$ cat src/rtl/fva_pkg.sv
// ----------------------------------------------------------------------------
// fva_pkg: shared types and constants of the FM voice allocator
// Command and result codes, stream widths, and the control and status
// structures that join the controller to the datapath.
// ----------------------------------------------------------------------------
package fva_pkg;

	// Default number of voice slots.
	localparam int MAX_VOICES_DEF = 18;

	// Field widths of one input item and one result item.
	localparam int CMD_W    = 2;
	localparam int FLAGS_W  = 2;
	localparam int VOICE_W  = 5;
	localparam int TIME_W   = 32;
	localparam int KIND_W   = 2;
	localparam int ACTIVE_W = 5;

	// Packed stream widths, rounded up to whole bytes.
	localparam int IN_BITS  = CMD_W + FLAGS_W + 1 + VOICE_W + TIME_W;
	localparam int IN_W     = ((IN_BITS + 7) / 8) * 8;
	localparam int OUT_BITS = VOICE_W + 1 + KIND_W;
	localparam int OUT_W    = ((OUT_BITS + 7) / 8) * 8;

	// Reset value of the active voice count.
	localparam logic [ACTIVE_W-1:0] ACTIVE_RESET = 5'd9;

	// Command codes.
	localparam logic [CMD_W-1:0] CMD_ALLOC   = 2'd0;
	localparam logic [CMD_W-1:0] CMD_RELEASE = 2'd1;
	localparam logic [CMD_W-1:0] CMD_TOUCH   = 2'd2;

	// Result kinds.
	localparam logic [KIND_W-1:0] KIND_FREE   = 2'd0;
	localparam logic [KIND_W-1:0] KIND_SECOND = 2'd1;
	localparam logic [KIND_W-1:0] KIND_OLDEST = 2'd2;

	// Commands from the controller to the datapath.
	typedef struct packed {
		logic              load;       // latch the request, set the scan start
		logic              step;       // advance the scan index and counter
		logic              track;      // fold the current voice into the oldest search
		logic              pick;       // record the current voice as the result
		logic              pick_old;   // record the oldest voice as the result
		logic [KIND_W-1:0] kind;       // kind recorded with a pick
		logic              ptr_set;    // search pointer takes the current voice
		logic              steal_init; // restart the scan at voice 0 for stealing
		logic              commit;     // update voice state and load the result
	} ctl_t;

	// Status from the datapath to the controller.
	typedef struct packed {
		logic               in_alloc; // offered item is an allocate request
		logic [FLAGS_W-1:0] flags;    // search flags of the latched request
		logic               hit_free; // current voice is free
		logic               hit_sec;  // current voice is marked secondary
		logic               last;     // current voice is the last of the scan
		logic               have_old; // an older voice has been seen, this one included
		logic               out_room; // the output register can take a result
	} sts_t;

endpackage

$ cat src/rtl/fva_ctrl.sv
// ----------------------------------------------------------------------------
// fva_ctrl: allocator controller
// Sequences one item at a time through the free scan and the steal scan of an
// allocate and the final state update, issuing commands to the datapath.
// ----------------------------------------------------------------------------
module fva_ctrl (
	input  logic          clk,
	input  logic          arst_n,
	input  logic          s_tvalid,
	output logic          s_tready,
	input  fva_pkg::sts_t sts,
	output fva_pkg::ctl_t ctl
);
	import fva_pkg::*;

	localparam logic [1:0] ST_IDLE  = 2'd0;
	localparam logic [1:0] ST_FREE  = 2'd1;
	localparam logic [1:0] ST_STEAL = 2'd2;
	localparam logic [1:0] ST_DONE  = 2'd3;

	logic [1:0] state_q;
	logic [1:0] state_d;

	// Next state and command decode.
	always_comb begin
		state_d  = state_q;
		ctl      = '0;
		s_tready = 1'b0;
		case (state_q)
			ST_IDLE: begin
				s_tready = 1'b1;
				if (s_tvalid) begin
					ctl.load = 1'b1;
					state_d  = sts.in_alloc ? ST_FREE : ST_DONE;
				end
			end
			ST_FREE: begin
				if (sts.hit_free) begin
					ctl.pick    = 1'b1;
					ctl.kind    = KIND_FREE;
					ctl.ptr_set = 1'b1;
					state_d     = ST_DONE;
				end else if (sts.last) begin
					// No free voice: the pointer rests on the last voice looked at.
					ctl.ptr_set = 1'b1;
					if (sts.flags[0]) begin
						state_d = ST_DONE;
					end else begin
						ctl.steal_init = 1'b1;
						state_d        = ST_STEAL;
					end
				end else begin
					ctl.step = 1'b1;
				end
			end
			ST_STEAL: begin
				if (sts.hit_sec) begin
					ctl.pick = 1'b1;
					ctl.kind = KIND_SECOND;
					state_d  = ST_DONE;
				end else begin
					ctl.track = 1'b1;
					if (sts.last) begin
						if (!sts.flags[1] && sts.have_old) begin
							ctl.pick_old = 1'b1;
							ctl.kind     = KIND_OLDEST;
						end
						state_d = ST_DONE;
					end else begin
						ctl.step = 1'b1;
					end
				end
			end
			ST_DONE: begin
				if (sts.out_room) begin
					ctl.commit = 1'b1;
					state_d    = ST_IDLE;
				end
			end
			default: begin
				state_d = ST_IDLE;
			end
		endcase
	end

	// State register.
	always_ff @(posedge clk or negedge arst_n) begin
		if (!arst_n) begin
			state_q <= ST_IDLE;
		end else begin
			state_q <= state_d;
		end
	end

endmodule

$ cat src/rtl/fva_datapath.sv
// ----------------------------------------------------------------------------
// fva_datapath: allocator voice state and scan datapath
// Holds the per-voice free, secondary and start time state, the search
// pointer, the scan index, the oldest-voice tracker and the output register.
// ----------------------------------------------------------------------------
module fva_datapath #(
	parameter int MAX_VOICES = fva_pkg::MAX_VOICES_DEF
) (
	input  logic                         clk,
	input  logic                         arst_n,
	input  logic [fva_pkg::IN_W-1:0]     s_tdata,
	input  logic                         cfg_we,
	input  logic [fva_pkg::ACTIVE_W-1:0] cfg_wdata,
	output logic                         m_tvalid,
	input  logic                         m_tready,
	output logic [fva_pkg::OUT_W-1:0]    m_tdata,
	input  fva_pkg::ctl_t                ctl,
	output fva_pkg::sts_t                sts
);
	import fva_pkg::*;

	localparam int VW = $clog2(MAX_VOICES);
	localparam int NW = $clog2(MAX_VOICES + 1);

	// Voice state.
	logic [MAX_VOICES-1:0] free_q;
	logic [MAX_VOICES-1:0] sec_q;
	logic [TIME_W-1:0]     time_q [MAX_VOICES];
	logic [VW-1:0]         ptr_q;
	logic                  ptr_vld_q;
	logic [ACTIVE_W-1:0]   active_q;

	// Latched request.
	logic [CMD_W-1:0]   cmd_q;
	logic [FLAGS_W-1:0] flags_q;
	logic               mark_q;
	logic [VOICE_W-1:0] target_q;
	logic [TIME_W-1:0]  now_q;

	// Scan and result registers.
	logic [VW-1:0]     idx_q;
	logic [VW-1:0]     cnt_q;
	logic [TIME_W-1:0] old_time_q;
	logic [VW-1:0]     old_idx_q;
	logic              have_old_q;
	logic [VW-1:0]     res_voice_q;
	logic              res_found_q;
	logic [KIND_W-1:0] res_kind_q;
	logic              out_vld_q;
	logic [OUT_W-1:0]  out_data_q;

	logic [NW-1:0] n_eff;
	logic [NW-1:0] ptr_plus;
	logic [VW-1:0] start_idx;
	logic [NW-1:0] idx_plus;
	logic [VW-1:0] idx_next;
	logic          older;
	logic          have_old_nxt;
	logic [VW-1:0] old_idx_nxt;
	logic          tgt_ok;
	logic          out_room;

	// Effective voice count: zero acts as one, large values clamp.
	always_comb begin
		if (active_q == '0) begin
			n_eff = NW'(1);
		end else if (int'(active_q) > MAX_VOICES) begin
			n_eff = NW'(MAX_VOICES);
		end else begin
			n_eff = NW'(active_q);
		end
	end

	// Scan start and cyclic advance.
	assign ptr_plus  = NW'(ptr_q) + NW'(1);
	assign start_idx = (ptr_vld_q && (ptr_plus < n_eff)) ? VW'(ptr_plus) : '0;
	assign idx_plus  = NW'(idx_q) + NW'(1);
	assign idx_next  = (idx_plus == n_eff) ? '0 : VW'(idx_plus);

	// Oldest-voice comparison for the current voice.
	assign older        = time_q[idx_q] < old_time_q;
	assign have_old_nxt = have_old_q | older;
	assign old_idx_nxt  = older ? idx_q : old_idx_q;

	assign tgt_ok   = int'(target_q) < MAX_VOICES;
	assign out_room = !out_vld_q || m_tready;

	// Status to the controller.
	always_comb begin
		sts          = '0;
		sts.in_alloc = s_tdata[CMD_W-1:0] == CMD_ALLOC;
		sts.flags    = flags_q;
		sts.hit_free = free_q[idx_q];
		sts.hit_sec  = sec_q[idx_q];
		sts.last     = NW'(cnt_q) == (n_eff - NW'(1));
		sts.have_old = have_old_nxt;
		sts.out_room = out_room;
	end

	// Request latch; payload needs no reset.
	always_ff @(posedge clk) begin
		if (ctl.load) begin
			cmd_q    <= s_tdata[1:0];
			flags_q  <= s_tdata[3:2];
			mark_q   <= s_tdata[4];
			target_q <= s_tdata[9:5];
			now_q    <= s_tdata[41:10];
		end
	end

	// Scan index, counter, oldest tracker and result.
	always_ff @(posedge clk) begin
		if (ctl.load) begin
			idx_q       <= start_idx;
			cnt_q       <= '0;
			res_voice_q <= '0;
			res_found_q <= 1'b0;
			res_kind_q  <= KIND_FREE;
		end else if (ctl.steal_init) begin
			idx_q      <= '0;
			cnt_q      <= '0;
			old_time_q <= now_q;
			old_idx_q  <= '0;
			have_old_q <= 1'b0;
		end else begin
			if (ctl.step) begin
				idx_q <= idx_next;
				cnt_q <= cnt_q + VW'(1);
			end
			if (ctl.track && older) begin
				old_time_q <= time_q[idx_q];
				old_idx_q  <= idx_q;
				have_old_q <= 1'b1;
			end
			if (ctl.pick) begin
				res_voice_q <= idx_q;
				res_found_q <= 1'b1;
				res_kind_q  <= ctl.kind;
			end else if (ctl.pick_old) begin
				res_voice_q <= old_idx_nxt;
				res_found_q <= 1'b1;
				res_kind_q  <= ctl.kind;
			end
		end
	end

	// Active voice count register.
	always_ff @(posedge clk or negedge arst_n) begin
		if (!arst_n) begin
			active_q <= ACTIVE_RESET;
		end else if (cfg_we) begin
			active_q <= cfg_wdata;
		end
	end

	// Search pointer.
	always_ff @(posedge clk or negedge arst_n) begin
		if (!arst_n) begin
			ptr_q     <= '0;
			ptr_vld_q <= 1'b0;
		end else if (ctl.ptr_set) begin
			ptr_q     <= idx_q;
			ptr_vld_q <= 1'b1;
		end
	end

	// Voice state update at commit.
	always_ff @(posedge clk or negedge arst_n) begin
		if (!arst_n) begin
			free_q <= '1;
			sec_q  <= '1;
			for (int i = 0; i < MAX_VOICES; i++) begin
				time_q[i] <= '1;
			end
		end else if (ctl.commit) begin
			case (cmd_q)
				CMD_ALLOC: begin
					if (res_found_q) begin
						free_q[res_voice_q] <= 1'b0;
						sec_q[res_voice_q]  <= mark_q;
						time_q[res_voice_q] <= now_q;
					end
				end
				CMD_RELEASE: begin
					if (tgt_ok) begin
						free_q[target_q[VW-1:0]] <= 1'b1;
						sec_q[target_q[VW-1:0]]  <= 1'b0;
					end
				end
				CMD_TOUCH: begin
					if (tgt_ok) begin
						time_q[target_q[VW-1:0]] <= now_q;
					end
				end
				default: begin
				end
			endcase
		end
	end

	// Output register: chosen_voice, found, stolen_kind from bit 0 up.
	always_ff @(posedge clk or negedge arst_n) begin
		if (!arst_n) begin
			out_vld_q <= 1'b0;
		end else if (ctl.commit) begin
			out_vld_q <= 1'b1;
		end else if (m_tready) begin
			out_vld_q <= 1'b0;
		end
	end

	always_ff @(posedge clk) begin
		if (ctl.commit) begin
			out_data_q <= OUT_W'({res_kind_q, res_found_q, VOICE_W'(res_voice_q)});
		end
	end

	assign m_tvalid = out_vld_q;
	assign m_tdata  = out_data_q;

endmodule

$ cat src/rtl/fm_voice_allocator.sv
// ----------------------------------------------------------------------------
// fm_voice_allocator: voice allocator for an FM synthesizer
// Next-fit free voice search with secondary and oldest voice stealing.
// ----------------------------------------------------------------------------
// Usage: commands arrive as items on the s_ stream and each produces exactly
// one result item on the m_ stream. An allocate scans the active voices one
// per cycle from the voice after the search pointer; if none is free and
// search_flags[0] is clear it scans again from voice 0 for a secondary or,
// unless search_flags[1] is set, the oldest voice. Release and touch update
// one voice. The active voice count is written through cfg_we and cfg_wdata
// while the block is idle. The scan loop looks at one voice per cycle, and
// one item is in work at a time.
// Reset clears all voices to free and secondary with start time all ones,
// the count to 9 and the search pointer to before voice 0.
// When the receiver stalls, the result waits in the output register; the
// block still accepts and works the next item, and holds its result until
// the output register is taken.
// ----------------------------------------------------------------------------
module fm_voice_allocator #(
	parameter int MAX_VOICES = fva_pkg::MAX_VOICES_DEF
) (
	input  logic                         clk,
	input  logic                         arst_n,
	// cmd[1:0], search_flags[3:2], mark_secondary[4], target_voice[9:5],
	// now[41:10], zero[47:42]
	input  logic                         s_tvalid,
	output logic                         s_tready,
	input  logic [fva_pkg::IN_W-1:0]     s_tdata,
	// chosen_voice[4:0], found[5], stolen_kind[7:6]
	output logic                         m_tvalid,
	input  logic                         m_tready,
	output logic [fva_pkg::OUT_W-1:0]    m_tdata,
	input  logic                         cfg_we,
	input  logic [fva_pkg::ACTIVE_W-1:0] cfg_wdata
);
	import fva_pkg::*;

	ctl_t ctl;
	sts_t sts;

	// Sequencer.
	fva_ctrl u_ctrl (
		.clk      (clk),
		.arst_n   (arst_n),
		.s_tvalid (s_tvalid),
		.s_tready (s_tready),
		.sts      (sts),
		.ctl      (ctl)
	);

	// Voice state and scan datapath.
	fva_datapath #(
		.MAX_VOICES (MAX_VOICES)
	) u_datapath (
		.clk       (clk),
		.arst_n    (arst_n),
		.s_tdata   (s_tdata),
		.cfg_we    (cfg_we),
		.cfg_wdata (cfg_wdata),
		.m_tvalid  (m_tvalid),
		.m_tready  (m_tready),
		.m_tdata   (m_tdata),
		.ctl       (ctl),
		.sts       (sts)
	);

endmodule

$ cat config.mk
export PLATFORM = sky130hd
export DESIGN_NAME = fm_voice_allocator
export DESIGN_NICKNAME = d
export VERILOG_FILES = /design/src/rtl/fva_pkg.sv /design/src/rtl/fva_ctrl.sv /design/src/rtl/fva_datapath.sv /design/src/rtl/fm_voice_allocator.sv
export SDC_FILE = /design/constraint.sdc
export NUM_CORES = 1
export LEC_CHECK = 0
export BUFFER_PORTS_ARGS = -buffer_cell sky130_fd_sc_hd__clkbuf_2
export CORE_MARGIN = 4
export CORE_UTILIZATION = 62
export DETAILED_ROUTE_END_ITERATION = 8
export PLACE_DENSITY = 0.79
export SLEW_MARGIN = 20
export SYNTH_ARGS = -nofsm -noshare
export SYNTH_HDL_FRONTEND = slang
export SYNTH_SLANG_ARGS = --single-unit
$ cat constraint.sdc
create_clock -name clk -period 10.2 [get_ports clk]
set_clock_uncertainty 0.1 [all_clocks]
set_input_delay 2.04 -clock clk [delete_from_list [all_inputs] [get_ports clk]]
set_output_delay 2.04 -clock clk [all_outputs]
set_load 0.03 [all_outputs]
==> impl_metrics.csv, run 1 <==
group,metric,value,unit
setup_path,crit_fanout,83,
die,fp.dieArea,0.06051,mm2
timing,setup_slack,3.783,ns
yosys,synthTopCellsByArea,"dfstp_2 (46%), mux2_2 (20%), mux4_2 (10%)",
global_route,grt_pass1_vias,22062,
timing,slew_headroom,31.03,%
detailed_routing,drc,0,
placement,portBuffers,61,
clocking,cts_sinks,732,
timing,rsz0062_at_grt,"false",
timing,slew_violations,0,
layout,nets,2472,
global_route,antenna_found_initial,0,
timing,hold_viol,0,
detailed_routing,drtIter0Drc,1494,
layout,syn_to_final_growth,9.585,%
detailed_routing,final_antenna_net_count,0,
power_and_ir_drop,p_leak,15.31,nW
placement,hpwl,44440,um
yosys,synth-simple-area-share,3.709,%
clocking,clkTransAtPathRegs,0.06,ns
clocking,cts_tree,"built",
detailed_routing,routed_wl,80690,um
setup_path,arrival,6.56,ns
placement,gp_congestion,0.8672,
global_route,grt_max_degree,215,
placement,dp_cells,3039,
timing,min_period,6.417,ns
clocking,clk_latency,0.61,ns
clocking,htreeDepth,3,
clocking,postCtsResizedCells,0,
setup_path,endpoint_kind,"register",
timing,fmax,155.8,MHz
setup_path,worstPathRequired,10.34,ns
layout,fill_cells,3684,
timing,finalSetupViolCount,0,
worst_hold_path,hold_class,"register to register",
yosys,syn-num-nets,2497,
layout,fin_cells,3180,
setup_path,worstSetupPathType,"register to register",
power_and_ir_drop,p_per_area,274.5,mW/mm2
timing,holdWs,0.3433,ns
yosys,synth_edf_count,93,
detailed_routing,drt-wirelength-per-cell,25.37,um
yosys,syn-cell-area,0.03512,mm2
timing,worst_pin_slew,1.035,ns
yosys,synthArstFlopShare,85.52,%
yosys,ys_types,69,
setup_path,start_kind,"register",
global_route,grt_use_total,27.18,%
yosys,ys_warn_count,0,
power_and_ir_drop,ir_worst_vdd,0.2771,mV
die,core,0.05563,mm2
die,boundaryPins,68,
layout,final_util,69.17,%
yosys,synth-compound-area-share,4.450,%
detailed_routing,routed_via_density,6.453,
yosys,yosysTopAreaCell,"dfstp_2",
die,start_util,63.12,%
yosys,syn_inst,2396,
clocking,root_buffer,"clkbuf_16",
yosys,synth_top_cell_area_share,45.94,%
job,drv_cap,0,
layout,layout_commonest_cell,"dfstp_2",
layout,mostFrequentLayoutCells,"dfstp_2 (614), mux2_2 (612), mux4_2 (158)",
layout,diodes,0,
yosys,ys_seq_area_share,55.49,%
die,dieHeight,246.0,um
yosys,ys_seq_elements,732,
layout,fin_area,0.03848,mm2
yosys,synth_xor_area_share,0.3492,%
yosys,ys.flop_type,"dfstp_2",
global_route,grt_pass1_wl,127400,um
timing,finalSetupTns,0,ns
clocking,cts_hold_buf,0,
layout,drive_gt1_share,67.11,%
placement,dpl_cell_area,0.03604,mm2
placement,dpl_worst_slack,3.697,ns
detailed_routing,drtPass1Iterations,5,
die,die_w,246.0,um
detailed_routing,dr_total_vias,20519,
clocking,cts_buffers,76,
die,num_rows,86,
yosys,synthMuxAreaShare,31.35,%
clocking,post_cts_buffers,0,
status,status,"completed",
power_and_ir_drop,power.total,10.57,mW
clocking,cts_buffer_depth,3,
yosys,synth_fa_ha_area_share,1.532,%
yosys,synth_top_family_by_area,"multiplexers",
timing,finalCritPeriodShare,62.91,%
global_route,overflow,0,
yosys,synth.avg_cell_area,14.66,um2
cells in the mapped netlist, types with 48 or more instances:
master and n:
buf_1 74, nand2_1 123, mux2i_1 56, dfstp_2 614, nor2_1 48, o21ai_0 97
clkbuf_1 72, a21oi_1 52, edfxtp_1 93, mux4_2 158, mux2_2 612, inv_1 52
power by group:
part | internal, mW | switching, mW | total, mW
Sequential | 4.30 | 0.552 | 4.85
Combinational | 1.50 | 1.53 | 3.03
Clock | 1.56 | 1.12 | 2.68
critical path, cell delays in order (launching register included):
cell and delay [ns]:
edfxtp_1 0.61, buf_8 0.27, buf_12 0.20, or4b_1 1.03, buf_4 0.42, o21ai_0 0.32
ha_1 0.31, a21o_1 0.19, a21o_1 0.17, a221oi_1 0.55, o21a_1 0.34, nand3_1 0.36
a21o_1 0.32, a21oi_4 0.13, buf_4 0.51
cells by family (layout without fill, tap and decap cells):
group | Yosys count | after routing
simple gates | 275 | 275
flops | 732 | 732
mux | 826 | 826
compound gates | 248 | 248
buf+inv | 258 | 294
xor+xnor | 14 | 14
fa+ha+maj | 43 | 43
sequential cells by signal, summed over array words and instances (netlist names):
| name | count |
|---|---|
| u_datapath.time_q | 576 |
| u_datapath.now_q | 32 |
| u_datapath.old_time_q | 32 |
| u_datapath.free_q | 18 |
| u_datapath.sec_q | 18 |
| u_datapath.m_tdata | 8 |
| u_datapath.active_q | 5 |
| u_datapath.cnt_q | 5 |
| u_datapath.idx_q | 5 |
| u_datapath.old_idx_q | 5 |
| u_datapath.ptr_q | 5 |
| u_datapath.res_voice_q | 5 |
| u_datapath.target_q | 5 |
| u_ctrl.state_q | 2 |
| u_datapath.cmd_q | 2 |
| u_datapath.flags_q | 2 |
| u_datapath.res_kind_q | 2 |
| u_datapath.have_old_q | 1 |
| u_datapath.m_tvalid | 1 |
| u_datapath.mark_q | 1 |
| u_datapath.ptr_vld_q | 1 |
| u_datapath.res_found_q | 1 |
final timing paths:
| check | startpoint | end | slack [ns] | depth (start not counted) |
|---|---|---|---|---|
| hold reg to reg | u_datapath.res_kind_q[0] | u_datapath.m_tdata[6] | 0.34 | 0 |
| hold / removal | u_datapath.res_kind_q[0] | u_datapath.m_tdata[6] | 0.34 | 0 |
| setup reg to reg | u_datapath.idx_q[1] | u_datapath.old_time_q[29] | 3.78 | 14 |
| max in group asynchronous | arst_n | u_datapath.time_q[497] | 6.94 | 3 |
| setup / recovery | u_datapath.idx_q[1] | u_datapath.old_time_q[29] | 3.78 | 14 |
| min in group asynchronous | arst_n | u_datapath.active_q[1] | 1.45 | 1 |
per-layer routing:
metal	share of wire, %	wire, um	track usage, %	vias to the layer above
met1	41	33100	35.89	10889
met2	49	39820	45.00	664
met5	0	0	0	-
met3	6.0	4803	5.290	193
met4	3.7	2962	10.63	0
li1	-	-	-	8773
area by class of cell:
class / count / area (um2) / share of cell area [%]
clock buffer: 110 / 2186 / 5.680
clock inverter: 29 / 214.0 / 0.5560
inverter: 56 / 212.7 / 0.5527
multi-input combinational: 1406 / 14770 / 38.38
sequential: 732 / 19490 / 50.64
tap: 748 / 935.9 / 2.432
timing repair buffer: 99 / 678.2 / 1.762
No activity file was read; power rests on OpenSTA's default activity.
==> run 2: changes to the inputs <==
Settings changed: CORE_UTILIZATION 62 to 57, PLACE_DENSITY 0.79 to 0.76.
Clock period 10.2 ns to 5.3 ns, I/O delays scaled along.
==> run 2 against run 1 <==
- sequential share of layout area shrank 0.92 points
- first-iteration DRC count shrank 0.40%
- final cell count grew 2.3%
- routed wire length grew 1.5%
==> impl_metrics.csv, run 2 (synthesis results as in run 1) <==
group,metric,value,unit
setup_path,r2r-end,"u_datapath.old_time_q[28]",
setup_path,crit_path_end,"u_datapath.old_time_q[28]",
timing,slew_headroom,26.25,%
job,drv_cap,0,
power_and_ir_drop,ir_worst_vdd,0.4226,mV
power_and_ir_drop,internal_power,14.76,mW
setup_path,crit_fanout,33,
power_and_ir_drop,power_frac_seq,44.2,%
global_route,grt_use_total,25.06,%
clocking,clk_latency,0.63,ns
power_and_ir_drop,pwr-share-clk,27.2,%
detailed_routing,drtIter0Drc,1488,
detailed_routing,dr_total_vias,20451,
layout,mostFrequentLayoutCells,"dfstp_2 (614), mux2_2 (612), mux4_2 (158)",
die,dieHeight,256.2,um
die,num_rows,90,
power_and_ir_drop,swShare,29.94,%
detailed_routing,drtPass1Iterations,5,
layout,largest_reg_flops,576,
clocking,cts_hold_buf,0,
timing,min_period,5.116,ns
layout,layout_commonest_cell,"dfstp_2",
clocking,cts_buffers,79,
power_and_ir_drop,p_per_area,537.5,mW/mm2
layout,syn_to_final_growth,11.61,%
timing,rsz0062_at_grt,"false",
clocking,post_cts_buffers,0,
setup_path,reg2reg_depth,14,
setup_path,arrival,5.31,ns
global_route,overflow,0,
setup_path,reg2reg_setup_slack,0.18,ns
placement,portBuffers,61,
power_and_ir_drop,p_leak,15.63,nW
die,fp.dieArea,0.06564,mm2
global_route,grt_pass1_vias,21833,
layout,drive_gt1_share,68.04,%
layout,fill_cells,4228,
die,die_w,256.2,um
global_route,grt_pass1_wl,128800,um
timing,setup_slack,0.1837,ns
global_route,grt_max_degree,134,
layout,nets,2507,
setup_path,worstSetupPathType,"register to register",
detailed_routing,drt-wirelength-per-cell,25.18,um
timing,finalSetupViolCount,0,
clocking,cts_sinks,732,
status,status,"completed",
timing,fmax,195.5,MHz
detailed_routing,final_antenna_net_count,0,
clocking,postCtsResizedCells,0,
clocking,cts_buffer_depth,3,
power_and_ir_drop,switchingPower,6.307,mW
worst_hold_path,hold_class,"register to register",
die,core,0.06070,mm2
placement,gp_congestion,0.9010,
setup_path,endpoint_kind,"register",
layout,multi_input_area,0.01477,mm2
detailed_routing,routed_wl,81890,um
clocking,root_buffer,"clkbuf_16",
layout,top_regs,"u_datapath.time_q x576, u_datapath.now_q x32, u_datapath.old_time_q x32",
clocking,cts_tree,"built",
power_and_ir_drop,combPwrFrac,28.6,%
setup_path,r2r-start,"u_datapath.idx_q[0]",
detailed_routing,routed_via_density,6.289,
clocking,clkTransAtPathRegs,0.06,ns
timing,holdWs,0.3320,ns
timing,finalCritPeriodShare,96.53,%
layout,largest-register,"u_datapath.time_q",
placement,hpwl,49830,um
clocking,htreeDepth,3,
setup_path,worstPathRequired,5.50,ns
die,boundaryPins,68,
timing,worst_pin_slew,1.095,ns
timing,hold_viol,0,
detailed_routing,drc,0,
setup_path,cp-startpoint,"u_datapath.idx_q[0]",
timing,slew_violations,0,
timing,finalSetupTns,0,ns
die,start_util,57.86,%
layout,seq_area,0.01949,mm2
setup_path,start_kind,"register",
placement,dpl_worst_slack,0.2210,ns
global_route,antenna_found_initial,1,
[run 2: how the worst min path moves through the flow]
stage | end | startpoint | slack [ns] | cells past startpoint
3_5_place_dp | u_datapath.m_tdata[6] | u_datapath.res_kind_q[0] | 0.32 | 0
2_1_floorplan | u_datapath.m_tdata[7] | u_datapath.res_kind_q[1] | 0.30 | 0
3_3_place_gp | u_datapath.m_tdata[6] | u_datapath.res_kind_q[0] | 0.32 | 0
5_1_grt | u_datapath.m_tdata[7] | u_datapath.res_kind_q[1] | 0.35 | 0
6_report | u_datapath.m_tdata[6] | u_datapath.res_kind_q[0] | 0.33 | 0
4_1_cts | u_datapath.m_tdata[6] | u_datapath.res_kind_q[0] | 0.33 | 0
[run 2: through the flow]
step	utilization [%]	instance area, um2	instances	power, mW
after CTS	64.57	39190	3251	21.19
after global placement	60.08	36470	3107	15.06
after floorplan	-	35150	2396	13.60
after detailed placement	60.08	36470	3107	15.38
final	64.57	39190	3252	21.07
after global routing	64.57	39190	3252	22.15
[run 2: per-layer routing]
layer | vias to the layer above | track usage [%] | share of wire (%)
li1 | 8851 | - | -
met1 | 10916 | 34.72 | 43
met2 | 543 | 41.20 | 49
met3 | 141 | 3.888 | 4.6
met4 | 0 | 8.091 | 2.8
met5 | - | 0 | 0
[run 2: final cells by class]
| type | instances | share of cell area [%] |
|---|---|---|
| Multi-Input combinational cell | 1406 | 37.69 |
| Inverter | 56 | 0.5427 |
| Sequential cell | 732 | 49.72 |
| Timing Repair Buffer | 131 | 2.592 |
| Tap cell | 782 | 2.496 |
| Clock inverter | 33 | 1.076 |
| Clock buffer | 111 | 5.877 |
| Antenna cell | 1 | 0.006385 |
[run 2: critical path: stages (launching register included)]
cell and delay [ns]:
edfxtp_1 0.40, buf_12 0.28, mux4_2 0.55, mux4_2 0.51
nand2_1 0.08, o21ai_0 0.15, ha_1 0.36, a21o_1 0.16
a221o_1 0.38, a221o_1 0.45, nor4_2 0.44, nand3_1 0.17
a21o_1 0.23, a21oi_4 0.16, buf_12 0.26
[run 2: power groups by stage]
stage          sequential [mW]  clock [mW]  combinational (mW)
2_1_floorplan             8.90           0                4.70
3_3_place_gp              9.20           0                5.86
6_report                  9.31        5.73                6.02
5_1_grt                   9.51        6.10                6.54
3_5_place_dp              9.35           0                6.02
4_1_cts                   9.28        5.85                6.05
==> run 3: changes to the inputs <==
Settings changed: BUFFER_PORTS_ARGS -buffer_cell sky130_fd_sc_hd__clkbuf_2 to -buffer_cell sky130_fd_sc_hd__buf_2, CORE_UTILIZATION 57 to 50, PLACE_DENSITY 0.76 to 0.66.
Clock period 5.3 ns to 5 ns, I/O delays scaled along.
==> run 3 against run 2 <==
- setup slack better by 0.0029 ns
- global-route usage shrank 2.1 points
- sequential power up 5.8%
- final cell count is 5.0% higher
- sequential share of layout area down 0.23 points
- clock power down 4.7%
- final area up 0.47%
- critical path depth up 1
- non-clock buffer count increased by 17
- combinational power increased by 11%
- die area up 14%
- largest cell class unchanged
==> impl_metrics.csv, run 3 (synthesis results as in run 1) <==
group,metric,value,unit
setup_path,cp.depth,15,
timing,finalSetupViolCount,0,
setup_path,crit_fanout,19,
layout,nets,2523,
clocking,cts_hold_buf,0,
clocking,cts_sinks,732,
setup_path,r2r-start,"u_datapath.idx_q[0]",
clocking,htreeDepth,3,
placement,dpl_cell_area,0.03698,mm2
layout,fill_cells,5428,
timing,slew_headroom,37.14,%
worst_hold_path,hold_class,"input pin to asynchronous set/reset pin",
power_and_ir_drop,p_per_area,557.8,mW/mm2
timing,rsz0062_at_grt,"false",
die,die_w,273.0,um
die,dieHeight,273.0,um
die,core,0.06907,mm2
setup_path,critPathMostFrequentCell,"buf_12",
timing,setup_slack,0.1866,ns
global_route,antenna_found_initial,0,
clocking,post_cts_buffers,0,
clocking,clkTransAtPathRegs,0.06,ns
setup_path,crit_path_max_incr_delay,0.52,ns
die,fp.dieArea,0.07454,mm2
setup_path,cp-startpoint,"u_datapath.idx_q[0]",
die,num_rows,96,
layout,seq_area,0.01949,mm2
layout,fin_cells,3415,
setup_path,reg2reg_setup_slack,0.19,ns
status,status,"completed",
clocking,root_buffer,"clkbuf_16",
power_and_ir_drop,combPwrFrac,30.3,%
timing,fmax,207.8,MHz
global_route,overflow,0,
setup_path,start_kind,"register",
setup_path,path_delay_family,"compound AO/OA/AOI/OAI gates",
detailed_routing,drt-wirelength-per-cell,24.67,um
global_route,grt_use_total,22.97,%
detailed_routing,drtPass1Iterations,6,
timing,finalCritPeriodShare,96.27,%
layout,mostFrequentLayoutCells,"dfstp_2 (614), mux2_2 (612), mux4_2 (158)",
timing,worst_pin_slew,0.9428,ns
clocking,cts_buffer_depth,3,
setup_path,crit_path_end,"u_datapath.old_time_q[18]",
layout,top_regs,"u_datapath.time_q x576, u_datapath.now_q x32, u_datapath.old_time_q x32",
placement,hpwl,50610,um
layout,final_util,57.02,%
detailed_routing,routed_wl,84250,um
power_and_ir_drop,power_frac_seq,44.9,%
power_and_ir_drop,switchingPower,6.733,mW
detailed_routing,dr_total_vias,20408,
clocking,cts_buffers,78,
power_and_ir_drop,internal_power,15.23,mW
power_and_ir_drop,ir_worst_vdd,0.3098,mV
setup_path,endpoint_kind,"register",
global_route,grt_max_degree,102,
layout,syn_to_final_growth,12.14,%
layout,layout_commonest_cell,"dfstp_2",
layout,drive_gt1_share,67.46,%
layout,multi_input_area,0.01477,mm2
die,start_util,50.84,%
detailed_routing,drc,0,
power_and_ir_drop,pwr-share-clk,24.8,%
placement,dpl_worst_slack,0.2342,ns
timing,hold_viol,0,
layout,largest_reg_flops,576,
power_and_ir_drop,p_leak,15.60,nW
placement,portBuffers,61,
setup_path,arrival,5.02,ns
layout,fin_area,0.03938,mm2
layout,largest-register,"u_datapath.time_q",
clocking,clk_latency,0.63,ns
job,drv_cap,0,
global_route,grt_pass1_vias,21981,
placement,dp_cells,3273,
detailed_routing,routed_via_density,5.976,
global_route,grt_pass1_wl,132400,um
timing,finalSetupTns,0,ns
timing,min_period,4.813,ns
setup_path,critical_path.slowest_cell,"mux4_2",
setup_path,path_cells,"buf_12, buf_12, mux4_2, mux4_2, nand2_1, o21ai_1, ha_1, a21o_1, a221o_1, a221o_1, nor4_2, nand3_1, a21o_1, a21oi_4, buf_12",
timing,slew_violations,0,
detailed_routing,final_antenna_net_count,0,
detailed_routing,drtIter0Drc,1301,
setup_path,path_buf_inv,3,
setup_path,worstPathRequired,5.21,ns
setup_path,worstSetupPathType,"register to register",
power_and_ir_drop,swShare,30.65,%
setup_path,reg2reg_depth,15,
die,boundaryPins,68,
clocking,cts_tree,"built",
setup_path,r2r-end,"u_datapath.old_time_q[18]",
placement,gp_congestion,0.8535,
==> run 3: cell count changes in the layout (fill, tap and decap cells not counted), sizes merged <==
cell      delta
bufinv       -9
clkinv       -3
clkbuf      -47
clkinvlp     -4
buf         +77
==> run 3: stage by stage <==
stage,power (mW),hold slack (ns)
final,21.97,0.3112
after global routing,23.15,0.3345
after CTS,22.16,0.3058
after detailed placement,16.61,0.3290
after global placement,16.30,0.3169
after floorplan,14.50,0.3019
==> run 3: repair_timing <==
| action | in CTS | in global routing |
|---|---|---|
| hold endpoints to repair | 0 | 0 |
| gates resized for setup | 0 | 1 |
| setup endpoints to repair | 0 | 7 |
==> run 3: per-layer routing <==
metal  share of wire, %  GRT usage [%]  wire length, um
met5                  0              0                0
met4                2.9          6.971             2441
met1                 45          32.10            37910
met3                4.0          3.363             3385
met2                 48          37.61            40520
==> run 3: cell type report <==
class                           instances  share of cell area, %
Sequential cell                       732                  49.48
Tap cell                              931                  2.958
Inverter                               56                 0.5401
Timing Repair Buffer                  148                  3.432
Antenna cell                            1               0.006355
Multi-Input combinational cell       1406                  37.51
Clock inverter                         17                 0.3654
Clock buffer                          124                  5.700
==> run 3: worst min-delay path by stage <==
stage / depth (start not counted) / slack, ns / end
3_5_place_dp: 0 / 0.33 / u_datapath.m_tdata[6]
3_3_place_gp: 0 / 0.32 / u_datapath.m_tdata[6]
6_report: 1 / 0.31 / u_datapath.active_q[2]
5_1_grt: 1 / 0.33 / u_datapath.active_q[1]
4_1_cts: 1 / 0.31 / u_datapath.active_q[2]
2_1_floorplan: 0 / 0.30 / u_datapath.m_tdata[7]
==> run 3: power by group through the flow <==
stage          logic [mW]  registers [mW]  clock network, mW
2_1_floorplan        5.06            9.43                  0
3_3_place_gp         6.53            9.77                  0
3_5_place_dp         6.69            9.92                  0
4_1_cts              6.72            9.83               5.61
5_1_grt              7.23            10.1               5.85
6_report             6.66            9.85               5.46
